<file path="config.mk">
export PLATFORM = sky130hd
export DESIGN_NAME = ptw_useq
export DESIGN_NICKNAME = d
export VERILOG_FILES = /design/src/hw/rtl/ptw_pkg.sv /design/src/hw/rtl/ptw_useq.sv
export SDC_FILE = /design/constraint.sdc
export NUM_CORES = 1
export LEC_CHECK = 0
export BUFFER_PORTS_ARGS = -buffer_cell sky130_fd_sc_hd__clkbuf_2
export CAP_MARGIN = 20
export CORE_AREA = 2 2 39 41
export CTS_BUF_LIST = sky130_fd_sc_hd__clkbuf_8
export DETAILED_ROUTE_END_ITERATION = 8
export DIE_AREA = 0 0 41 43
export PLACE_DENSITY_LB_ADDON = 0.12
export SETUP_SLACK_MARGIN = 0.15
export SLEW_MARGIN = 20
export SYNTH_ARGS = -nofsm -noshare
export SYNTH_HDL_FRONTEND = slang
export SYNTH_SLANG_ARGS = --single-unit
</file>
<file path="constraint.sdc">
create_clock -name clock -period 1.4 [get_ports clock]
set_input_delay 0.07 -clock clock [delete_from_list [all_inputs] [get_ports clock]]
set_output_delay 0.07 -clock clock [all_outputs]
set_load 0.02 [all_outputs]
</file>
<file path="src/hw/rtl/ptw_pkg.sv">
// ----------------------------------------------------------------------------
// ptw_pkg
// Shared constants, control word layout and microcode for the page walker.
// ----------------------------------------------------------------------------
package ptw_pkg;

   localparam int PROCESSES   = 16;
   localparam int FRAMES      = 256;
   localparam int ENTRIES     = 8;
   localparam int PAGES       = 64;

   localparam int PROC_W      = 4;
   localparam int PAGE_W      = 6;
   localparam int COUNT_W     = 5;
   localparam int FRAME_W     = $clog2(FRAMES);
   localparam int IDX_W       = $clog2(ENTRIES);
   localparam int CURSOR_W    = FRAME_W + 1;
   localparam int REFS_W      = 8;
   localparam int STAT_W      = 16;
   localparam int STORE_DEPTH = FRAMES * ENTRIES;
   localparam int ADDR_W      = $clog2(STORE_DEPTH);
   localparam int ENTRY_W     = 1 + FRAME_W + REFS_W;

   // result status codes
   localparam logic [1:0] STATUS_OK  = 2'd0;
   localparam logic [1:0] STATUS_OOM = 2'd1;
   localparam logic [1:0] STATUS_BAD = 2'd2;

   // sequencer steps
   localparam int STEP_W = 3;
   localparam logic [STEP_W-1:0] ST_CLEAR = 3'd0;
   localparam logic [STEP_W-1:0] ST_IDLE  = 3'd1;
   localparam logic [STEP_W-1:0] ST_WALK1 = 3'd2;
   localparam logic [STEP_W-1:0] ST_RD2   = 3'd3;
   localparam logic [STEP_W-1:0] ST_WALK2 = 3'd4;
   localparam logic [STEP_W-1:0] ST_EMIT  = 3'd5;

   // jump conditions
   localparam logic [2:0] COND_NEVER      = 3'd0;
   localparam logic [2:0] COND_CLEAR_DONE = 3'd1;
   localparam logic [2:0] COND_REQ        = 3'd2;
   localparam logic [2:0] COND_STOP       = 3'd3;
   localparam logic [2:0] COND_FAULT      = 3'd4;
   localparam logic [2:0] COND_OUT_FREE   = 3'd5;

   // store read address source
   localparam logic [1:0] RD_REQ   = 2'd0;
   localparam logic [1:0] RD_ENTRY = 2'd1;
   localparam logic [1:0] RD_TABLE = 2'd2;

   // datapath operations
   localparam logic [2:0] OP_NONE   = 3'd0;
   localparam logic [2:0] OP_CLEAR  = 3'd1;
   localparam logic [2:0] OP_LEVEL1 = 3'd2;
   localparam logic [2:0] OP_LEVEL2 = 3'd3;
   localparam logic [2:0] OP_EMIT   = 3'd4;

   typedef struct packed {
      logic              req_ready;
      logic [1:0]        rd_sel;
      logic [2:0]        op;
      logic [2:0]        cond_a;
      logic [STEP_W-1:0] target_a;
      logic [2:0]        cond_b;
      logic [STEP_W-1:0] target_b;
      logic [STEP_W-1:0] next_step;
   } useq_word_type;

   typedef struct packed {
      logic clear_done;
      logic stop;
      logic fault;
      logic out_free;
   } walk_flags_type;

   // microcode store: one control word per step
   function automatic useq_word_type useq_rom(input logic [STEP_W-1:0] step);
      useq_word_type w;
      w           = '0;
      w.rd_sel    = RD_REQ;
      w.op        = OP_NONE;
      w.cond_a    = COND_NEVER;
      w.cond_b    = COND_NEVER;
      w.target_a  = ST_IDLE;
      w.target_b  = ST_IDLE;
      w.next_step = ST_IDLE;
      unique case (step)
         ST_CLEAR: begin
            w.op        = OP_CLEAR;
            w.cond_a    = COND_CLEAR_DONE;
            w.target_a  = ST_IDLE;
            w.next_step = ST_CLEAR;
         end
         ST_IDLE: begin
            w.req_ready = 1'b1;
            w.rd_sel    = RD_REQ;
            w.cond_a    = COND_REQ;
            w.target_a  = ST_WALK1;
            w.next_step = ST_IDLE;
         end
         ST_WALK1: begin
            w.op        = OP_LEVEL1;
            w.rd_sel    = RD_ENTRY;
            w.cond_a    = COND_STOP;
            w.target_a  = ST_EMIT;
            w.cond_b    = COND_FAULT;
            w.target_b  = ST_RD2;
            w.next_step = ST_WALK2;
         end
         ST_RD2: begin
            w.rd_sel    = RD_TABLE;
            w.next_step = ST_WALK2;
         end
         ST_WALK2: begin
            w.op        = OP_LEVEL2;
            w.next_step = ST_EMIT;
         end
         ST_EMIT: begin
            w.op        = OP_EMIT;
            w.cond_a    = COND_OUT_FREE;
            w.target_a  = ST_IDLE;
            w.next_step = ST_EMIT;
         end
         default: begin
            w.next_step = ST_IDLE;
         end
      endcase
      return w;
   endfunction

endpackage

</file>
<file path="src/hw/rtl/ptw_useq.sv">
// ----------------------------------------------------------------------------
// ptw_useq
// Step counter and jump logic; fetches one control word per step.
// ----------------------------------------------------------------------------
module ptw_useq (
   input  logic                    clock,
   input  logic                    reset,
   input  logic                    req_valid,
   input  ptw_pkg::walk_flags_type flags,
   output ptw_pkg::useq_word_type  ctrl
);
   import ptw_pkg::*;

   logic [STEP_W-1:0] step_ff;
   logic [STEP_W-1:0] step_in;
   logic              hit_a;
   logic              hit_b;

   function automatic logic cond_hit(input logic [2:0] code, input logic req,
                                     input walk_flags_type f);
      logic hit;
      hit = 1'b0;
      case (code)
         COND_NEVER:      hit = 1'b0;
         COND_CLEAR_DONE: hit = f.clear_done;
         COND_REQ:        hit = req;
         COND_STOP:       hit = f.stop;
         COND_FAULT:      hit = f.fault;
         COND_OUT_FREE:   hit = f.out_free;
         default:         hit = 1'b0;
      endcase
      return hit;
   endfunction

   assign ctrl  = useq_rom(step_ff);
   assign hit_a = cond_hit(ctrl.cond_a, req_valid, flags);
   assign hit_b = cond_hit(ctrl.cond_b, req_valid, flags);

   always_comb begin
      if (hit_a) begin
         step_in = ctrl.target_a;
      end else if (hit_b) begin
         step_in = ctrl.target_b;
      end else begin
         step_in = ctrl.next_step;
      end
   end

   always_ff @(posedge clock) begin
      if (reset) begin
         step_ff <= ST_CLEAR;
      end else begin
         step_ff <= step_in;
      end
   end

endmodule

</file>
=== After elaboration in Yosys (flattened, before gate mapping) ===
Cells that the tools add are included.
Widths: inputs -> output; s select.

* Input port bits: 7
* Word-level logic and storage cells: 29
* Output and inout port bits: 21
* Register bits: 3

* Eq/ne operators: 15
* Reduce and logical (&&, ||, !) cells: 3
* Multiplexer cells: 10

{| class="wikitable"
|+ Operators with widths
! kind !! count
|-
| $pmux 6 s4 || 1
|-
| $eq 3x2->1 const B || 6
|-
| $eq 3x3->1 const B || 6
|-
| $pmux 3 s4 || 1
|-
| $pmux 1 s5 || 2
|-
| $eq 3x1->1 const B || 3
|-
| $pmux 3 s3 || 1
|-
| $mux 3 || 2
|-
| $mux 6 || 1
|-
| $pmux 2 s2 || 1
|-
| $reduce_or 2->1 || 2
|-
| $logic_not 3->1 || 1
|-
| $mux 1 || 1
|}

=== Longest topological paths before layout ===
* Depth in word-level cells: 6
* Gate-level depth with buffers: 5
* Gate-level depth less buffers: 4

=== Least setup slack after synthesis ===
OpenSTA, ideal clock, no wires.

* Path type: register -> output
* Start point: reg step_ff[2]
* End point: out ctrl[18] in the netlist's numbering
* Path buffers: 2
* Required time: 1330 ps
* Setup slack: -82 ps
* Arrival: 1412 ps
* Cell stages (with the launch flop): 4
* Cells stage by stage: dfxtp_1 > buf_4 > nor3b_1 > buf_4

{| class="wikitable"
|+ RTL lines
! element !! line !! source
|-
| start: declaration || ptw_useq.sv:14 || <nowiki>logic [STEP_W-1:0] step_ff;</nowiki>
|-
| start signal: assignment || ptw_useq.sv:53 || <nowiki>step_ff <= step_in;</nowiki>
|-
| end: declaration || ptw_useq.sv:10 || <nowiki>output ptw_pkg::useq_word_type ctrl</nowiki>
|}

==> Flow_metrics.wiki <==
{| class="wikitable"
! Metric !! Value
|-
| Number of nets in the finished design || 80
|-
| VDD IR-drop max || about 0.64 mV
|-
| Largest net degree at the start of global routing || 9
|-
| Max-cap viol count || 0
|-
| Xor-xnor portion of the synthesized cell area || 0%
|-
| Placed Instance Area || between 400 and 500 sq um
|-
| Netlist cell types || 19
|-
| Sequential fraction of the synthesis area || between 10% and 20%
|-
| Port Buf Inserts || 22
|-
| Series of cell instances along the critical path || and2b_2, and2_4, o21bai_1, buf_4
|-
| Critical setup path kind || register to output pin
|-
| Area growth from synthesis to layout || 84.4%
|-
| Wire length per cell || between 9 and 10 um
|-
| Clock Root Buffer || sky130_fd_sc_hd__clkbuf_8
|-
| Cells taking the most area after synthesis || sky130_fd_sc_hd__buf_4 24%, sky130_fd_sc_hd__dfxtp_1 18%, sky130_fd_sc_hd__a21oi_1 7.4%, sky130_fd_sc_hd__nand2b_1 7.4%, sky130_fd_sc_hd__nor3b_1 6.7%
|-
| Timing-limited maximum frequency || 765 MHz
|-
| First-pass GRT wire length || 1240 um
|-
| Post-route DRC || 0
|-
| Number of global-route vias before repair || ~320
|-
| Crit end category || output pin
|-
| Max reg flops || 3
|-
| Final TNS setup || 0 ns
|-
| Area of the mapped netlist || 338 sq um
|-
| Largest fanout on the critical path || 8
|-
| Vias after detailed routing || roughly 350
|-
| Part of the cycle the worst path needs || about 93%
|-
| Cell type with the largest total area after synthesis || sky130_fd_sc_hd__buf_4
|-
| Total GRT Usage || about a tenth
|-
| Flop and latch count out of synthesis || 3
|-
| Std-Cell Core Area || 1380 sq um
|-
| Number of fill cells in the layout || 154
|-
| Primary FF master, synth || sky130_fd_sc_hd__dfxtp_1
|-
| Combinational family with the most area after synthesis || simple AND/OR/NAND/NOR gates
|-
| Fraction of synthesized area in multiplexers || 0%
|-
| Number of hold-slack violations in the final timing report || 0
|-
| Worst-case register-to-register setup slack || between 0.2 and 0.25 ns
|-
| Inserted Diodes || 0
|-
| Synth Area in Simple Gates || around two fifths
|-
| Post-route total power || 0.591 mW
|-
| Clock insertion delay at the later pin of the skew report || 0.21 ns
|-
| Placed Cells || between 70 and 80
|-
| Slowest cell on crit path || sky130_fd_sc_hd__dfxtp_4
|-
| Complex-gate fraction of the synthesized area || between 10% and 20%
|-
| Routed wire length || approximately 850 um
|-
| Most numerous cell in the Yosys netlist || sky130_fd_sc_hd__buf_4
|-
| Number of clock sinks seen by CTS || 3
|-
| Post-CTS Hold Fix Bufs || 0
|-
| Final-report setup violation count || 0
|-
| Initial antenna violation count || 0
|-
| Flip-flop and latch area || 68.8 sq um
|-
| Antenna Violating Nets Remaining || 0
|-
| Floorplan die height || 43 um
|-
| Data arrival time at the worst-slack endpoint || approximately 1.2 ns
|-
| H-tree depth || 1
|-
| Post-route insts no fill || 88
|-
| Clock tree from TritonCTS || yes
|-
| Fraction of final layout cells with drive strength greater than 1 || about two thirds
|-
| Leakage power of the design || between 0.3 and 0.4 nW
|-
| Delay of the slowest cell on the worst path || roughly 0.37 ns
|-
| Die Wd || between 40 and 50 um
|-
| Power Dens Cells || 948 nW/um^2
|-
| Largest registers ranked by flip-flop count || step_ff (3)
|-
| Number of standard-cell rows in the floorplan || 14
|-
| Final Max Slew Viols || 0
|-
| Remaining global-route overflow || 0
|-
| Async SR Flop Fraction || 0%
|-
| Critical path required time || 1.33 ns
|-
| Footprint of the multi-input gates || between 200 and 250 sq um
|-
| Warnings, synthesis || 0
|-
| Number of iterations in the first detailed-routing pass || 4
|-
| Setup crit start kind || register
|-
| Clock period minus final worst setup slack || around 1.3 ns
|-
| Worst-path clk slew || 0.03 ns
|-
| Layout Skew || 0.00117 ns
|-
| I/O pin cnt || 28
|-
| Starting density of the core || around a quarter
|-
| Class of the most critical hold timing path || input pin to register
|-
| Area share of fa/ha/maj cells after synthesis || 0%
|-
| Total non-filler cell area in the finished layout || just over 600 sq um
|-
| Largest reg by FF count || step_ff
|-
| Die Outline Area || between 1500 and 2000 sq um
|-
| Synthesized netlist cell count || 46
|-
| Global placer's final weighted congestion || between 0.6 and 0.7
|-
| Area share of the largest cell type after synthesis || 24.4%
|-
| Number of enable flip-flop cells after synthesis || 0
|-
| DP HPWL || about 600 um
|-
| Number of buffers between clock root and the deepest sink || 2
|-
| Commonest cells post-synth || 11 x sky130_fd_sc_hd__buf_4, 5 x sky130_fd_sc_hd__a21oi_1, 4 x sky130_fd_sc_hd__nand2b_1
|-
| Setup repair after global routing missed its margin || yes
|-
| Drt via density || 4.00
|-
| Run status || finished, final reports clean
|-
| Drt initial violations || 1
|-
| Avg Synthesized Cell Area || approximately 7.3 sq um
|-
| Cts bufs inserted || 3
|}
==> path summary, 6_finish.rpt <==
check                        startpoint                     to  depth (start not counted)
setup reg to reg  step_ff[1]$_SDFF_PP0_  step_ff[2]$_SDFF_PP0_                          4
hold reg to reg   step_ff[2]$_SDFF_PP0_  step_ff[0]$_SDFF_PP0_                          2
hold / removal                    reset  step_ff[1]$_SDFF_PP0_                          2
setup / recovery  step_ff[1]$_SDFF_PP0_               ctrl[12]                          4
==> metal layers <==
metal | GRT usage (%) | share of wire, % | vias up | routed length [um]
li1 | - | - | 185 | -
met1 | 11.8 | 43 | 150 | 362
met2 | 16.3 | 48 | 15 | 408
met3 | 2.09 | 7.2 | 2 | 61
met4 | 8.00 | 2.1 | 0 | 18
met5 | 0 | 0 | - | 0
==> critical path: cells and delay by family, from the launching register on <==
kind                   cells  cell delay (ns)
buffers and inverters      1             0.15
and+or+nand+nor            2             0.36
DFF                        1             0.37
AOI/OAI and AO/OA          1             0.14
==> layout by cell type, fill, tap and decap left out, types with 2 or more instances in the layout <==
master,count
sky130_fd_sc_hd__clkbuf_2,12
sky130_fd_sc_hd__buf_4,9
sky130_fd_sc_hd__buf_6,6
sky130_fd_sc_hd__a21oi_1,5
sky130_fd_sc_hd__conb_1,5
sky130_fd_sc_hd__inv_1,3
sky130_fd_sc_hd__clkbuf_8,3
sky130_fd_sc_hd__buf_8,3
sky130_fd_sc_hd__and2b_2,2
sky130_fd_sc_hd__nand2b_4,2
sky130_fd_sc_hd__nor2_1,2
sky130_fd_sc_hd__nand2b_1,2
sky130_fd_sc_hd__nor3b_1,2
sky130_fd_sc_hd__dfxtp_4,2
==> area by class of cell <==
type	instances	share of cell area, %
inverter	3	1.81
timing repair buffer	30	38.6
clock inverter	1	0.602
multi-input combinational	32	38.2
sequential	3	11.0
tap	16	3.21
clock buffer	3	6.63
==> cells by family after synthesis <==
kind of cell / count (synthesis)
flops: 3
compound gates: 8
simple gates: 19
other cells: 2
buf+inv: 14
==> repair_timing <==
action | 4_1_cts | 5_1_grt
gates cloned | 0 | 0
setup buffers | 5 | 1
endpoints found under the hold margin | 0 | 0
pin swaps | 2 | 1
endpoints found under the setup margin | 13 | 11
resized for setup | 14 | 25
==> power breakdown <==
group	switching [mW]	internal, mW
Sequential	0.0108	0.0917
Combinational	0.130	0.117
Clock	0.0549	0.186
==> per-stage QoR <==
stage               hold slack, ns  util (%)  worst slack [ns]
global route                0.0570      45.0            0.0605
global placement             0.277      30.8             0.119
floorplan                    0.139         -             0.151
CTS                         0.0522      41.0            0.0922
detailed placement           0.281      30.8             0.105
finish                      0.0533      45.0            0.0928
(Power assumes the default switching activity.)
