$ cat config.mk
export PLATFORM = sky130hd
export DESIGN_NAME = ptw_walk
export DESIGN_NICKNAME = d
export VERILOG_FILES = /design/src/hw/rtl/ptw_pkg.sv /design/src/hw/rtl/ptw_walk.sv
export SDC_FILE = /design/constraint.sdc
export NUM_CORES = 1
export LEC_CHECK = 0
export ABC_AREA = 1
export BUFFER_PORTS_ARGS = -buffer_cell sky130_fd_sc_hd__buf_2
export CORE_ASPECT_RATIO = 0.6
export CORE_MARGIN = 2
export CORE_UTILIZATION = 60
export DETAILED_ROUTE_END_ITERATION = 16
export PLACE_DENSITY = 0.74
export RECOVER_POWER = 100
export SLEW_MARGIN = 10
export SYNTH_ARGS = -nofsm -noshare
export SYNTH_HDL_FRONTEND = slang
export SYNTH_SLANG_ARGS = --single-unit
$ cat constraint.sdc
create_clock -name clock -period 6.12 [get_ports clock]
set_input_delay 0.306 -clock clock [delete_from_list [all_inputs] [get_ports clock]]
set_output_delay 0.306 -clock clock [all_outputs]
set_load 0.01 [all_outputs]
$ cat src/hw/rtl/ptw_pkg.sv
// ----------------------------------------------------------------------------
// ptw_pkg
// Shared constants, control word layout and microcode for the page walker.
// ----------------------------------------------------------------------------
package ptw_pkg;

   localparam int PROCESSES   = 16;
   localparam int FRAMES      = 256;
   localparam int ENTRIES     = 8;
   localparam int PAGES       = 64;

   localparam int PROC_W      = 4;
   localparam int PAGE_W      = 6;
   localparam int COUNT_W     = 5;
   localparam int FRAME_W     = $clog2(FRAMES);
   localparam int IDX_W       = $clog2(ENTRIES);
   localparam int CURSOR_W    = FRAME_W + 1;
   localparam int REFS_W      = 8;
   localparam int STAT_W      = 16;
   localparam int STORE_DEPTH = FRAMES * ENTRIES;
   localparam int ADDR_W      = $clog2(STORE_DEPTH);
   localparam int ENTRY_W     = 1 + FRAME_W + REFS_W;

   // result status codes
   localparam logic [1:0] STATUS_OK  = 2'd0;
   localparam logic [1:0] STATUS_OOM = 2'd1;
   localparam logic [1:0] STATUS_BAD = 2'd2;

   // sequencer steps
   localparam int STEP_W = 3;
   localparam logic [STEP_W-1:0] ST_CLEAR = 3'd0;
   localparam logic [STEP_W-1:0] ST_IDLE  = 3'd1;
   localparam logic [STEP_W-1:0] ST_WALK1 = 3'd2;
   localparam logic [STEP_W-1:0] ST_RD2   = 3'd3;
   localparam logic [STEP_W-1:0] ST_WALK2 = 3'd4;
   localparam logic [STEP_W-1:0] ST_EMIT  = 3'd5;

   // jump conditions
   localparam logic [2:0] COND_NEVER      = 3'd0;
   localparam logic [2:0] COND_CLEAR_DONE = 3'd1;
   localparam logic [2:0] COND_REQ        = 3'd2;
   localparam logic [2:0] COND_STOP       = 3'd3;
   localparam logic [2:0] COND_FAULT      = 3'd4;
   localparam logic [2:0] COND_OUT_FREE   = 3'd5;

   // store read address source
   localparam logic [1:0] RD_REQ   = 2'd0;
   localparam logic [1:0] RD_ENTRY = 2'd1;
   localparam logic [1:0] RD_TABLE = 2'd2;

   // datapath operations
   localparam logic [2:0] OP_NONE   = 3'd0;
   localparam logic [2:0] OP_CLEAR  = 3'd1;
   localparam logic [2:0] OP_LEVEL1 = 3'd2;
   localparam logic [2:0] OP_LEVEL2 = 3'd3;
   localparam logic [2:0] OP_EMIT   = 3'd4;

   typedef struct packed {
      logic              req_ready;
      logic [1:0]        rd_sel;
      logic [2:0]        op;
      logic [2:0]        cond_a;
      logic [STEP_W-1:0] target_a;
      logic [2:0]        cond_b;
      logic [STEP_W-1:0] target_b;
      logic [STEP_W-1:0] next_step;
   } useq_word_type;

   typedef struct packed {
      logic clear_done;
      logic stop;
      logic fault;
      logic out_free;
   } walk_flags_type;

   // microcode store: one control word per step
   function automatic useq_word_type useq_rom(input logic [STEP_W-1:0] step);
      useq_word_type w;
      w           = '0;
      w.rd_sel    = RD_REQ;
      w.op        = OP_NONE;
      w.cond_a    = COND_NEVER;
      w.cond_b    = COND_NEVER;
      w.target_a  = ST_IDLE;
      w.target_b  = ST_IDLE;
      w.next_step = ST_IDLE;
      unique case (step)
         ST_CLEAR: begin
            w.op        = OP_CLEAR;
            w.cond_a    = COND_CLEAR_DONE;
            w.target_a  = ST_IDLE;
            w.next_step = ST_CLEAR;
         end
         ST_IDLE: begin
            w.req_ready = 1'b1;
            w.rd_sel    = RD_REQ;
            w.cond_a    = COND_REQ;
            w.target_a  = ST_WALK1;
            w.next_step = ST_IDLE;
         end
         ST_WALK1: begin
            w.op        = OP_LEVEL1;
            w.rd_sel    = RD_ENTRY;
            w.cond_a    = COND_STOP;
            w.target_a  = ST_EMIT;
            w.cond_b    = COND_FAULT;
            w.target_b  = ST_RD2;
            w.next_step = ST_WALK2;
         end
         ST_RD2: begin
            w.rd_sel    = RD_TABLE;
            w.next_step = ST_WALK2;
         end
         ST_WALK2: begin
            w.op        = OP_LEVEL2;
            w.next_step = ST_EMIT;
         end
         ST_EMIT: begin
            w.op        = OP_EMIT;
            w.cond_a    = COND_OUT_FREE;
            w.target_a  = ST_IDLE;
            w.next_step = ST_EMIT;
         end
         default: begin
            w.next_step = ST_IDLE;
         end
      endcase
      return w;
   endfunction

endpackage

$ cat src/hw/rtl/ptw_walk.sv
// ----------------------------------------------------------------------------
// ptw_walk
// Walk datapath: frame cursor, per-process counters, entry updates, result.
// ----------------------------------------------------------------------------
module ptw_walk (
   input  logic                              clock,
   input  logic                              reset,
   input  ptw_pkg::useq_word_type            ctrl,
   output ptw_pkg::walk_flags_type           flags,
   input  logic                              req_valid,
   input  logic [ptw_pkg::PROC_W-1:0]        req_process_index,
   input  logic [ptw_pkg::PAGE_W-1:0]        req_virtual_page,
   input  logic                              csr_wr_en,
   input  logic [ptw_pkg::COUNT_W-1:0]       csr_wr_data,
   input  logic [ptw_pkg::ENTRY_W-1:0]       rd_data,
   output logic [ptw_pkg::ADDR_W-1:0]        rd_addr,
   output logic                              wr_en,
   output logic [ptw_pkg::ADDR_W-1:0]        wr_addr,
   output logic [ptw_pkg::ENTRY_W-1:0]       wr_data,
   output logic                              rsp_valid,
   input  logic                              rsp_ready,
   output logic [1:0]                        rsp_status,
   output logic [1:0]                        rsp_faults,
   output logic [ptw_pkg::FRAME_W-1:0]       rsp_table_frame,
   output logic [ptw_pkg::FRAME_W-1:0]       rsp_data_frame,
   output logic [ptw_pkg::REFS_W-1:0]        rsp_entry_refs,
   output logic [ptw_pkg::CURSOR_W-1:0]      rsp_process_frames,
   output logic [ptw_pkg::STAT_W-1:0]        rsp_process_faults,
   output logic [ptw_pkg::STAT_W-1:0]        rsp_process_refs
);
   import ptw_pkg::*;

   // configuration and global state
   logic [COUNT_W-1:0]  count_ff;
   logic [CURSOR_W-1:0] cursor_ff, cursor_in;
   logic                halted_ff, halted_in;
   logic [ADDR_W-1:0]   clr_addr_ff, clr_addr_in;

   // current access
   logic [PROC_W-1:0]   p_ff, p_in;
   logic [PAGE_W-1:0]   page_ff, page_in;
   logic [1:0]          status_ff, status_in;
   logic [1:0]          faults_ff, faults_in;
   logic [FRAME_W-1:0]  tframe_ff, tframe_in;
   logic [FRAME_W-1:0]  dframe_ff, dframe_in;
   logic [REFS_W-1:0]   refs_ff, refs_in;

   // per-process counters
   logic [FRAME_W-1:0]  frames_ff [PROCESSES];
   logic [STAT_W-1:0]   fcnt_ff   [PROCESSES];
   logic [STAT_W-1:0]   rcnt_ff   [PROCESSES];
   logic [FRAME_W-1:0]  frames_sel, frames_in;
   logic [STAT_W-1:0]   fcnt_sel, fcnt_in;
   logic [STAT_W-1:0]   rcnt_sel, rcnt_in;
   logic                note_fault;
   logic                ref_inc;

   // result register
   logic                rsp_valid_ff, rsp_valid_in;
   logic [1:0]          rsp_status_ff;
   logic [1:0]          rsp_faults_ff;
   logic [FRAME_W-1:0]  rsp_table_frame_ff;
   logic [FRAME_W-1:0]  rsp_data_frame_ff;
   logic [REFS_W-1:0]   rsp_entry_refs_ff;
   logic [CURSOR_W-1:0] rsp_process_frames_ff;
   logic [STAT_W-1:0]   rsp_process_faults_ff;
   logic [STAT_W-1:0]   rsp_process_refs_ff;
   logic                out_load;

   logic                e_valid;
   logic [FRAME_W-1:0]  e_frame;
   logic [REFS_W-1:0]   e_refs;
   logic [COUNT_W-1:0]  eff_count;
   logic [COUNT_W-1:0]  eff_cfg;
   logic                proc_ok;
   logic                oom;
   logic                bump;
   logic [FRAME_W-1:0]  leaf_frame;
   logic [REFS_W-1:0]   leaf_refs;
   logic [ADDR_W-1:0]   l1_addr;
   logic [ADDR_W-1:0]   l2_addr;
   logic                accept;

   assign e_valid = rd_data[0];
   assign e_frame = rd_data[FRAME_W:1];
   assign e_refs  = rd_data[ENTRY_W-1 -: REFS_W];

   assign eff_count = (count_ff > COUNT_W'(PROCESSES)) ? COUNT_W'(PROCESSES) : count_ff;
   assign eff_cfg   = (csr_wr_data > COUNT_W'(PROCESSES)) ? COUNT_W'(PROCESSES)
                                                          : csr_wr_data;
   assign proc_ok   = COUNT_W'(p_ff) < eff_count;
   assign oom       = cursor_ff >= CURSOR_W'(FRAMES);

   assign l1_addr = {FRAME_W'(p_ff), page_ff[IDX_W +: IDX_W]};
   assign l2_addr = {tframe_ff, page_ff[IDX_W-1:0]};

   assign frames_sel = frames_ff[p_ff];
   assign fcnt_sel   = fcnt_ff[p_ff];
   assign rcnt_sel   = rcnt_ff[p_ff];
   assign frames_in  = frames_sel + FRAME_W'(1);
   assign fcnt_in    = (fcnt_sel == '1) ? fcnt_sel : fcnt_sel + STAT_W'(1);
   assign rcnt_in    = (rcnt_sel == '1) ? rcnt_sel : rcnt_sel + STAT_W'(1);

   assign accept = req_valid && ctrl.req_ready;

   // walk ends early when halted, the index is bad or no frame is left
   assign flags.stop       = halted_ff || !proc_ok || (!e_valid && oom);
   assign flags.fault      = !flags.stop && !e_valid;
   assign flags.out_free   = !rsp_valid_ff || rsp_ready;
   assign flags.clear_done = (clr_addr_ff == '1);

   always_comb begin
      case (ctrl.rd_sel)
         RD_REQ:   rd_addr = {FRAME_W'(req_process_index),
                              req_virtual_page[IDX_W +: IDX_W]};
         RD_ENTRY: rd_addr = {e_frame, page_ff[IDX_W-1:0]};
         RD_TABLE: rd_addr = l2_addr;
         default:  rd_addr = l2_addr;
      endcase
   end

   always_comb begin
      p_in        = p_ff;
      page_in     = page_ff;
      status_in   = status_ff;
      faults_in   = faults_ff;
      tframe_in   = tframe_ff;
      dframe_in   = dframe_ff;
      refs_in     = refs_ff;
      halted_in   = halted_ff;
      clr_addr_in = clr_addr_ff;
      wr_en       = 1'b0;
      wr_addr     = clr_addr_ff;
      wr_data     = '0;
      bump        = 1'b0;
      note_fault  = 1'b0;
      ref_inc     = 1'b0;
      out_load    = 1'b0;
      leaf_frame  = e_valid ? e_frame : cursor_ff[FRAME_W-1:0];
      leaf_refs   = e_refs + REFS_W'(1);

      if (accept) begin
         p_in    = req_process_index;
         page_in = req_virtual_page;
      end

      unique case (ctrl.op)
         OP_NONE: begin
         end
         OP_CLEAR: begin
            wr_en       = 1'b1;
            wr_addr     = clr_addr_ff;
            clr_addr_in = clr_addr_ff + ADDR_W'(1);
         end
         OP_LEVEL1: begin
            faults_in = '0;
            dframe_in = '0;
            refs_in   = '0;
            tframe_in = e_frame;
            status_in = STATUS_OK;
            if (halted_ff) begin
               status_in = STATUS_OOM;
               tframe_in = '0;
            end else if (!proc_ok) begin
               status_in = STATUS_BAD;
               tframe_in = '0;
            end else if (!e_valid) begin
               if (oom) begin
                  halted_in = 1'b1;
                  status_in = STATUS_OOM;
                  tframe_in = '0;
               end else begin
                  // allocate the second-level table
                  wr_en      = 1'b1;
                  wr_addr    = l1_addr;
                  wr_data    = {e_refs, cursor_ff[FRAME_W-1:0], 1'b1};
                  tframe_in  = cursor_ff[FRAME_W-1:0];
                  bump       = 1'b1;
                  note_fault = 1'b1;
                  faults_in  = 2'd1;
               end
            end
         end
         OP_LEVEL2: begin
            if (!e_valid && oom) begin
               halted_in = 1'b1;
               status_in = STATUS_OOM;
            end else begin
               if (!e_valid) begin
                  bump       = 1'b1;
                  note_fault = 1'b1;
                  faults_in  = faults_ff + 2'd1;
               end
               wr_en     = 1'b1;
               wr_addr   = l2_addr;
               wr_data   = {leaf_refs, leaf_frame, 1'b1};
               ref_inc   = 1'b1;
               dframe_in = leaf_frame;
               refs_in   = leaf_refs;
               status_in = STATUS_OK;
            end
         end
         OP_EMIT: begin
            out_load = flags.out_free;
         end
         default: begin
         end
      endcase
   end

   always_comb begin
      cursor_in = cursor_ff;
      if (bump) begin
         cursor_in = cursor_ff + CURSOR_W'(1);
      end else if (csr_wr_en && cursor_ff < CURSOR_W'(eff_cfg)) begin
         cursor_in = CURSOR_W'(eff_cfg);
      end
   end

   always_comb begin
      rsp_valid_in = rsp_valid_ff;
      if (out_load) begin
         rsp_valid_in = 1'b1;
      end else if (rsp_ready) begin
         rsp_valid_in = 1'b0;
      end
   end

   always_ff @(posedge clock) begin
      if (reset) begin
         count_ff     <= COUNT_W'(1);
         cursor_ff    <= CURSOR_W'(1);
         halted_ff    <= 1'b0;
         clr_addr_ff  <= '0;
         rsp_valid_ff <= 1'b0;
         for (int i = 0; i < PROCESSES; i++) begin
            frames_ff[i] <= '0;
            fcnt_ff[i]   <= '0;
            rcnt_ff[i]   <= '0;
         end
      end else begin
         if (csr_wr_en) begin
            count_ff <= csr_wr_data;
         end
         cursor_ff    <= cursor_in;
         halted_ff    <= halted_in;
         clr_addr_ff  <= clr_addr_in;
         rsp_valid_ff <= rsp_valid_in;
         if (note_fault) begin
            frames_ff[p_ff] <= frames_in;
            fcnt_ff[p_ff]   <= fcnt_in;
         end
         if (ref_inc) begin
            rcnt_ff[p_ff] <= rcnt_in;
         end
      end
   end

   always_ff @(posedge clock) begin
      p_ff      <= p_in;
      page_ff   <= page_in;
      status_ff <= status_in;
      faults_ff <= faults_in;
      tframe_ff <= tframe_in;
      dframe_ff <= dframe_in;
      refs_ff   <= refs_in;
      if (out_load) begin
         rsp_status_ff      <= status_ff;
         rsp_faults_ff      <= faults_ff;
         rsp_table_frame_ff <= tframe_ff;
         rsp_data_frame_ff  <= dframe_ff;
         rsp_entry_refs_ff  <= refs_ff;
         // a bad index shows no process figures
         if (proc_ok) begin
            rsp_process_frames_ff <= CURSOR_W'(frames_sel) + CURSOR_W'(1);
            rsp_process_faults_ff <= fcnt_sel;
            rsp_process_refs_ff   <= rcnt_sel;
         end else begin
            rsp_process_frames_ff <= '0;
            rsp_process_faults_ff <= '0;
            rsp_process_refs_ff   <= '0;
         end
      end
   end

   assign rsp_valid          = rsp_valid_ff;
   assign rsp_status         = rsp_status_ff;
   assign rsp_faults         = rsp_faults_ff;
   assign rsp_table_frame    = rsp_table_frame_ff;
   assign rsp_data_frame     = rsp_data_frame_ff;
   assign rsp_entry_refs     = rsp_entry_refs_ff;
   assign rsp_process_frames = rsp_process_frames_ff;
   assign rsp_process_faults = rsp_process_faults_ff;
   assign rsp_process_refs   = rsp_process_refs_ff;

   a_halt_sticky: assert property (@(posedge clock) disable iff (reset)
      (!$past(reset) && $past(halted_ff)) |-> halted_ff)
      else $error("halt flag dropped");

   a_cursor_rises: assert property (@(posedge clock) disable iff (reset)
      !$past(reset) |-> (cursor_ff >= $past(cursor_ff)))
      else $error("frame cursor moved back");

   a_write_below_cursor: assert property (@(posedge clock) disable iff (reset)
      (wr_en && ctrl.op != OP_CLEAR) |->
         (CURSOR_W'(wr_addr[ADDR_W-1 -: FRAME_W]) < cursor_ff))
      else $error("entry written in a frame not yet handed out");

   a_bad_index_clean: assert property (@(posedge clock) disable iff (reset)
      (rsp_valid_ff && rsp_status_ff == STATUS_BAD) |->
         (rsp_process_frames_ff == '0 && rsp_data_frame_ff == '0
          && rsp_faults_ff == '0))
      else $error("bad-index beat carries walk data");

endmodule

-- Yosys cells after proc, flatten, opt, wreduce, memory -nomap -nowiden
Memories as Yosys holds them, arrays and structs flattened. A register that Yosys moved wholly into a read port is not among the register bits.
Cells that the tools add are included.
- reduce and logical (&&, ||, !) cells: 22
- bitwise gates (word level): 1
- equal/unequal tests: 11
- $add $sub $neg: 8
- magnitude comparators: 5
- muxes and demuxes: 78
- operators with widths (operator ; number):
    two-way mux 17 bit ; 5
    two-way mux 16 bit ; 4
    two-way mux 11 bit ; 5
    two-way mux 8 bit ; 6
    one-hot mux 11 bit (2 select lines) ; 2
    two-way mux 1 bit ; 34
    one-hot mux 17 bit (2 select lines) ; 1
    adder 16 x 1 -> 16 bit (second input constant) ; 2
    == test 16 bit (second input constant) ; 2
    one-hot mux 8 bit (2 select lines) ; 2
    OR reduction 16 bit ; 2
    two-way mux 4 bit ; 6
    two-way mux 9 bit ; 2
    adder 8 x 1 -> 8 bit (second input constant) ; 2
    adder 11 x 1 -> 11 bit (second input constant) ; 1
    == test 11 bit (second input constant) ; 1
    greater-than comparator 5 bit (second input constant) ; 2
    two-way mux 5 bit ; 2
    adder 8 x 1 -> 9 bit (second input constant) ; 1
    adder 9 x 1 -> 9 bit (second input constant) ; 1
    >= comparator 9 bit (second input constant) ; 1
    < comparator 9 x 5 -> 1 bit ; 1
    two-way mux 2 bit ; 4
    one-hot mux 2 bit (2 select lines) ; 2
    other kinds (19) ; 34
- output and inout port bits: 114
- RAM bits: 640
- memories kept: 3
- input bits: 58
- register bits: 134
- memories (memory ; words ; bits a word ; rd ports ; clocked after memory_dff ; wr ports ; RTL line ; RTL):
    fcnt_ff ; 16 ; 16 ; 1 ; 1 ; 16 ; ptw_walk.sv:50 ; logic [STAT_W-1:0] fcnt_ff [PROCESSES];
    rcnt_ff ; 16 ; 16 ; 1 ; 1 ; 16 ; ptw_walk.sv:51 ; logic [STAT_W-1:0] rcnt_ff [PROCESSES];
    frames_ff ; 16 ; 8 ; 1 ; 1 ; 16 ; ptw_walk.sv:49 ; logic [FRAME_W-1:0] frames_ff [PROCESSES];

-- Longest topological paths before layout
Gate-level depths: netlist of run 1.
- word-level depth: 11
- mapped depth: 18
- gate-level depth less buffers: 17

-- Worst setup path after synthesis of run 1
Ideal clock, no wire load.
- path kind: input to register
- start: in ctrl[16] (netlist bit)
- end: reg rsp_data_frame_ff[0], in the netlist rsp_data_frame[0] (enable)
- path buffers: 0
- arrival: 3.845 ns
- stages: 3
- data required time: 5.601 ns
- setup time: 0.519 ns
- slack: 1.756 ns
- path through: inv_1 -> nand3_1 -> a21oi_1
- word-level cells in the longest chain between the ends: 2
- ends and longest elaborated chain (item ; RTL line ; RTL):
    start: declaration ; ptw_walk.sv:8 ; input ptw_pkg::useq_word_type ctrl,
    == test 3 bit ; ptw_walk.sv:147 ; unique case (ctrl.op)
    two-way mux 1 bit ; ptw_walk.sv:147 ;
    net out_load ; ptw_walk.sv:68 ; logic out_load;
    end signal: assignment ; ptw_walk.sv:271 ; rsp_data_frame_ff <= dframe_ff;
    end: declaration ; ptw_walk.sv:63 ; logic [FRAME_W-1:0] rsp_data_frame_ff;
The timed path passes the listed nets, and every way through them passes these cells.
A chain may end at the register's enable or synchronous reset.

==> results.sh, run 1 <==
export IMPL_wl_per_cell_um=20.17
export IMPL_core_sq_um=61310
export IMPL_synth_cells=4182
export IMPL_reg2reg_from="count_ff[0]"
export IMPL_report_final_slew_viol_count=209
export IMPL_dieHeight_um=197.4
export IMPL_gr_total_overflow=0
export IMPL_skew_ns=0.02879
export IMPL_timing_setup_tns_ns=0
export IMPL_vias=29590
export IMPL_status="finished with violations"
export IMPL_synth_avg_cell_area_sq_um=8.946
export IMPL_numCtsBuffers=73
export IMPL_fin_area_sq_um=41130
export IMPL_fillerInstances=4916
export IMPL_synth_edf_count=747
export IMPL_synth_ff_type="edfxtp_1"
export IMPL_ys_ff_latch=778
export IMPL_synth_cell_types=39
export IMPL_antenna_found_initial=0
export IMPL_violations="negative hold slack, max-capacitance violations, max-slew violations"
export IMPL_die_area_sq_um=64430
export IMPL_worst_path_max_fanout=52
export IMPL_grt_pass1_wl_mm=157.7
export IMPL_grt_max_degree=161
export IMPL_vias_per_cell=5.723
export IMPL_finalCritPeriodShare_pct=91.77
export IMPL_min_from="ctrl[16]"
export IMPL_slew_limit_headroom_pct=-134.5
export IMPL_rsz0062_at_grt="no"
export IMPL_root_buffer="clkbuf_16"
export IMPL_cts_tree="built"
export IMPL_dp_worst_setup_slack_ns=1.320
export IMPL_firstDrtPassIters=6
export IMPL_drc=0
export IMPL_post_place_cells=5019
export IMPL_hold_class="in2reg"
export IMPL_hold_end="rsp_valid"
export IMPL_final_cells=5170
export IMPL_ant_nets=0
export IMPL_setup_ws_ns=0.5034
export IMPL_period_minus_slack_ns=5.617
export IMPL_critPathRequiredTime_ns=6.42
export IMPL_grt_pass1_vias=26700
export IMPL_io_pins=172
export IMPL_arrival_ns=5.91
export IMPL_finalHoldViolCount=1
export IMPL_whs_ns=-0.001055
export IMPL_numPortBuffers=156
export IMPL_cts_buffer_depth=3
export IMPL_setup_violations=0
export IMPL_drive_gt1_share_pct=4.975
export IMPL_start_util_pct=61.02
export IMPL_synth_net_count=4253
export IMPL_hpwl_mm=68.46
export IMPL_ys_warn_count=0
export IMPL_die_x_um=326.4
export IMPL_routed_wl_mm=104.3
export IMPL_reg2reg_slack_ns=0.70
export IMPL_holdPathStages=4
export IMPL_ff2ff_path_depth=17
export IMPL_area_delta_synth_final_pct=9.922
export IMPL_clock_latency_ns=0.64
export IMPL_r2r_end="fcnt_ff[7][13]"
export IMPL_placed_cell_area_sq_um=38920
export IMPL_synth_seq_area_share_pct=61.61
export IMPL_path_clk_slew_ns=0.07
export IMPL_cts_sinks=778
export IMPL_async_flop_share_pct=0
export IMPL_path_class="in2reg"
export IMPL_worst_slew_pin_slew_ns=3.517
export IMPL_cellPowerDensity_nw_per_um2=304.3
export IMPL_final_nets=4354
export IMPL_drt_iter0_markers=4805
export IMPL_htree_num_levels=3
export IMPL_p_leak_nw=17.76
export IMPL_post_cts_resized=0
export IMPL_crit_path_end_kind="register"
export IMPL_fp_row_count=70
export IMPL_track_usage_pct=32.38
export IMPL_globalplace_congestion=0.9631
export IMPL_max_cap_violations=6
export IMPL_syn_area_sq_um=37410
export IMPL_start_kind="input pin"
export IMPL_ir_drop_uv=213.4
export IMPL_insertedDiodeCount=0
export IMPL_timing_fmax_mhz=178.0
[how the worst max path moves through the flow]
stage / from / end / slack [ns] / cells after the start
2_1_floorplan: ctrl[16] / rsp_data_frame[0] / 1.76 / 3
3_3_place_gp: count_ff[0] / fcnt_ff[1][13] / 1.41 / 16
3_5_place_dp: count_ff[0] / fcnt_ff[8][14] / 1.32 / 16
4_1_cts: count_ff[0] / fcnt_ff[8][4] / 1.24 / 16
5_1_grt: register / fcnt_ff[0][7] / 0.42 / 15
6_report: reset / fcnt_ff[7][13] / 0.50 / 9
[power by group]
part	total, W	internal (W)	leakage [nW]	switching (W)
clock	0.00457	0.00255	1.14	0.00202
combinational	0.00183	0.000398	8.78	0.00143
sequential	0.00612	0.00604	7.84	0.0000807
[timing repair]
item                                    in CTS  in global routing
endpoints found under the hold margin       20                  0
hold buffers                                17                  0
endpoints found under the setup margin       0                  0
buffers inserted                             0                  0
[kinds of logic after synthesis]
family	after synthesis	share of synthesized area, %
buf+inv	798	8.508
fa+ha+maj	13	0.4348
xor+xnor	26	0.6086
mux	3	0.09029
flops	778	61.61
compound gates	307	4.538
simple gates	2257	24.21
[registers in the layout (all words and copies together), names as in the netlist, 6 cells and up, named ones only]
| name | flops |
|---|---|
| rsp_data_frame | 8 |
| rcnt_ff | 256 |
| page_ff | 6 |
| refs_ff | 8 |
| fcnt_ff | 256 |
| rsp_process_faults | 16 |
| rsp_table_frame | 8 |
| rsp_process_refs | 16 |
| cursor_ff | 9 |
| frames_ff | 128 |
| rsp_entry_refs | 8 |
| dframe_ff | 8 |
| tframe_ff | 8 |
| rsp_process_frames | 9 |
| clr_addr_ff | 11 |
[layout by cell type (no fill, tap or decap), types with 3 or more instances in the layout]
master and count:
nor3_1 11, dfxtp_4 3, mux2_2 3, o221ai_1 4
nor4_1 4, xnor2_1 4, clkinvlp_4 4, o21ai_0 135
clkinv_1 24, o211ai_1 33, a21oi_1 104, clkbuf_1 170
o21ai_1 3, inv_6 3, o22ai_1 14, dfxtp_1 27
clkinv_2 14, nand4_1 16, a32oi_1 6, nand3_1 373
clkbuf_16 77, bufinv_16 5, xor2_1 22, inv_2 10
buf_2 36, dlygate4sd3_1 17, nor2_1 725, buf_12 6
inv_1 544, edfxtp_1 747, nand2_1 1120, ha_1 13
buf_4 42
[area by class of cell]
class	instances	area, sq um	share of cell area (%)
Multi-Input combinational cell	2606	11160	27.14
Sequential cell	778	23060	56.08
Timing Repair Buffer	255	1366	3.322
Inverter	569	2148	5.224
Clock buffer	97	2022	4.916
Tap cell	828	1036	2.519
Clock inverter	37	325.3	0.7910
[routing by layer]
| layer | vias up | global-route usage [%] | wire length, um |
|---|---|---|---|
| met1 | 13770 | 51.74 | 44470 |
| met4 | 0 | 6.830 | 1745 |
| met3 | 142 | 11.52 | 17690 |
| li1 | 13660 | - | - |
| met2 | 2008 | 41.81 | 40390 |
| met5 | - | 0 | 0 |
[critical path, stage by stage]
cell	delay (ns)
buf_2	0.21
clkinv_1	0.08
clkbuf_1	2.36
nand2_2	1.03
nor2_1	0.28
clkbuf_1	0.53
clkinv_1	0.22
nand2_1	0.42
buf_4	0.41
[stage by stage]
step	utilization [%]	hold slack (ns)	total power [W]
2_1_floorplan	-	0.4002	0.007334
3_3_place_gp	63.48	0.4009	0.007952
3_5_place_dp	63.48	0.4045	0.007984
4_1_cts	67.58	0.001990	0.01246
5_1_grt	67.08	0.003195	0.01288
6_report	67.08	-0.001055	0.01252
[synthesized netlist by cell type, types with 2 or more instances]
library cell	number	area share (%)
a211oi_1	2	0.040
a21oi_1	104	1.4
a32oi_1	6	0.14
buf_1	17	0.17
buf_2	120	1.6
buf_4	10	0.20
clkbuf_1	82	0.82
clkinv_1	7	0.070
dfxtp_1	31	1.7
edfxtp_1	747	60
ha_1	13	0.43
inv_1	544	5.5
inv_2	18	0.18
mux2_2	3	0.090
nand2_1	1120	11
nand3_1	373	5.0
nand4_1	16	0.27
nor2_1	721	7.2
nor2_2	4	0.067
nor2_4	3	0.090
nor3_1	11	0.15
nor3_2	2	0.054
nor4_1	4	0.067
o211ai_1	33	0.66
o21ai_0	134	1.8
o21ai_1	4	0.054
o221ai_1	4	0.094
o22ai_1	14	0.23
xnor2_1	4	0.094
xor2_1	22	0.52
No activity file was read; power rests on OpenSTA's default activity.
==> run 2, diff against run 1 <==
Settings changed: RECOVER_POWER 100 to not set.
==> run 2 against run 1 <==
The run now ends clean. Clock skew is 0.0017 ns lower. Flip-flop and latch count stayed put. Core utilization is 0.50 points higher. Total power is 0.11% higher. Non-clock buffer count stayed put. Design area is 0.75% higher. Die area stayed put. Via count hardly changed. Sequential share of layout area is 0.42 points lower. Critical path type is now reg2reg. Largest power group unchanged.
==> results.sh, run 2 (synthesis results as in run 1) <==
export IMPL_firstDrtPassIters=6
export IMPL_fp_row_count=70
export IMPL_start_kind="register"
export IMPL_power_w=0.01253
export IMPL_antenna_found_initial=0
export IMPL_globalplace_congestion=0.9631
export IMPL_whs_ns=0.02342
export IMPL_numCtsBuffers=73
export IMPL_p_clk_share_pct=36.4
export IMPL_vias_per_cell=5.721
export IMPL_dieHeight_um=197.4
export IMPL_fin_area_sq_um=41430
export IMPL_routed_wl_mm=104.2
export IMPL_placed_cell_area_sq_um=38920
export IMPL_post_cts_resized=0
export IMPL_arrival_ns=5.34
export IMPL_slew_limit_headroom_pct=30.88
export IMPL_period_minus_slack_ns=5.044
export IMPL_worst_path_max_fanout=19
export IMPL_report_final_slew_viol_count=0
export IMPL_timing_setup_tns_ns=0
export IMPL_path_clk_slew_ns=0.07
export IMPL_clock_latency_ns=0.64
export IMPL_critPathRequiredTime_ns=6.42
export IMPL_final_nets=4354
export IMPL_gr_total_overflow=0
export IMPL_postCtsSetupRepairBufs=0
export IMPL_skew_ns=0.02710
export IMPL_wl_per_cell_um=20.16
export IMPL_hold_class="in2reg"
export IMPL_path_class="reg2reg"
export IMPL_track_usage_pct=32.38
export IMPL_reg2reg_slack_ns=1.08
export IMPL_route_layer_met1_wl_mm=44.58
export IMPL_hpwl_mm=68.46
export IMPL_core_sq_um=61310
export IMPL_die_area_sq_um=64430
export IMPL_final_common_cell="nand2_1"
export IMPL_die_x_um=326.4
export IMPL_intPower_w=0.008999
export IMPL_p_sw_w=0.003530
export IMPL_ant_nets=0
export IMPL_io_pins=172
export IMPL_finalCritPeriodShare_pct=82.42
export IMPL_cts_buffer_depth=3
export IMPL_status="complete, no violations"
export IMPL_max_cap_violations=0
export IMPL_reg_largest_list="fcnt_ff (256), rcnt_ff (256), frames_ff (128)"
export IMPL_numPortBuffers=156
export IMPL_netSwitchingFraction_pct=28.17
export IMPL_cts_tree="built"
export IMPL_final_cell_mix="1119 x nand2_1, 747 x edfxtp_1, 719 x nor2_1"
export IMPL_htree_num_levels=3
export IMPL_setup_violations=0
export IMPL_drc=0
export IMPL_grt_pass1_vias=26700
export IMPL_met3WireLength_mm=17.64
export IMPL_root_buffer="clkbuf_16"
export IMPL_cts_hold_buf=17
export IMPL_p_leak_nw=18.24
export IMPL_ir_drop_uv=213.3
export IMPL_cts_sinks=778
export IMPL_insertedDiodeCount=0
export IMPL_grt_pass1_wl_mm=157.7
export IMPL_dp_worst_setup_slack_ns=1.320
export IMPL_grt_max_degree=161
export IMPL_combPwrFrac_pct=14.8
export IMPL_vias=29580
export IMPL_worst_slew_pin_slew_ns=1.036
export IMPL_rsz0062_at_grt="no"
export IMPL_setup_ws_ns=1.076
export IMPL_cellPowerDensity_nw_per_um2=302.4
export IMPL_start_util_pct=61.02
export IMPL_highest_layer="met4"
export IMPL_seq_power_share_pct=48.8
export IMPL_drive_gt1_share_pct=8.844
export IMPL_timing_fmax_mhz=198.3
export IMPL_drt_iter0_markers=4954
export IMPL_wl_met2_mm=40.16
export IMPL_area_delta_synth_final_pct=10.75
export IMPL_crit_path_end_kind="register"
export IMPL_finalHoldViolCount=0
export IMPL_holdPathStages=5
export IMPL_ff2ff_path_depth=16
## run 2: changes by cell type in the layout (fill, tap and decap cells not counted), sizes merged
cell	change
inv	+7
clkbuf	-154
buf	+154
clkinv	-7
## run 2: metal layers
layer  track usage (%)  vias to the layer above
met4             6.830                        0
met1             51.74                    13690
met5                 0                        -
met2             41.81                     2077
li1                  -                    13670
met3             11.52                      148
## run 2: layout make-up
| type | instances | area (sq um) |
|---|---|---|
| clock buffer | 97 | 2022 |
| clock inverter | 37 | 325.3 |
| fill | 4794 | 19870 |
| inverter | 569 | 2148 |
| multi-input combinational | 2606 | 11200 |
| sequential | 778 | 23060 |
| tap | 828 | 1036 |
| timing repair buffer | 255 | 1642 |
## run 2: path summary, 6_finish.rpt
| path | from | end |
|---|---|---|
| worst max register to register | count_ff[0] | fcnt_ff[6][6] |
| worst min-delay path | csr_wr_data[4] | cursor_ff[4] |
| worst min register to register | dframe_ff[4] | rsp_data_frame[4] |
| worst max-delay path | count_ff[0] | fcnt_ff[6][6] |
## run 2: worst max-delay path, stage by stage (launching register included)
cell     delay, ns
dfxtp_1       0.33
o41ai_1       0.53
nand2_1       0.12
ha_1          0.31
a21oi_1       0.14
o21a_1        0.14
nand2_2       0.06
nor2_1        0.16
nand2_1       0.16
nor2_4        0.13
inv_2         0.15
nand2_1       0.35
nand2_2       0.41
nor2_1        0.90
inv_2         0.10
nand2_1       0.30
buf_4         0.37
## run 2: power by group through the flow
stage                     combinational (W)  clock, W  sequential, W
after floorplan                     0.00113         0        0.00620
after global placement              0.00173         0        0.00622
after detailed placement            0.00176         0        0.00622
after CTS                           0.00178   0.00457        0.00611
after global routing                0.00198   0.00478        0.00613
final                               0.00185   0.00457        0.00611
## run 2: stage by stage
| stage | std cells | utilization, % |
|---|---|---|
| 3_3_place_gp | 5019 | 63.48 |
| 2_1_floorplan | 4182 | - |
| 5_1_grt | 5170 | 67.58 |
| 4_1_cts | 5170 | 67.58 |
| 6_report | 5170 | 67.58 |
| 3_5_place_dp | 5019 | 63.48 |
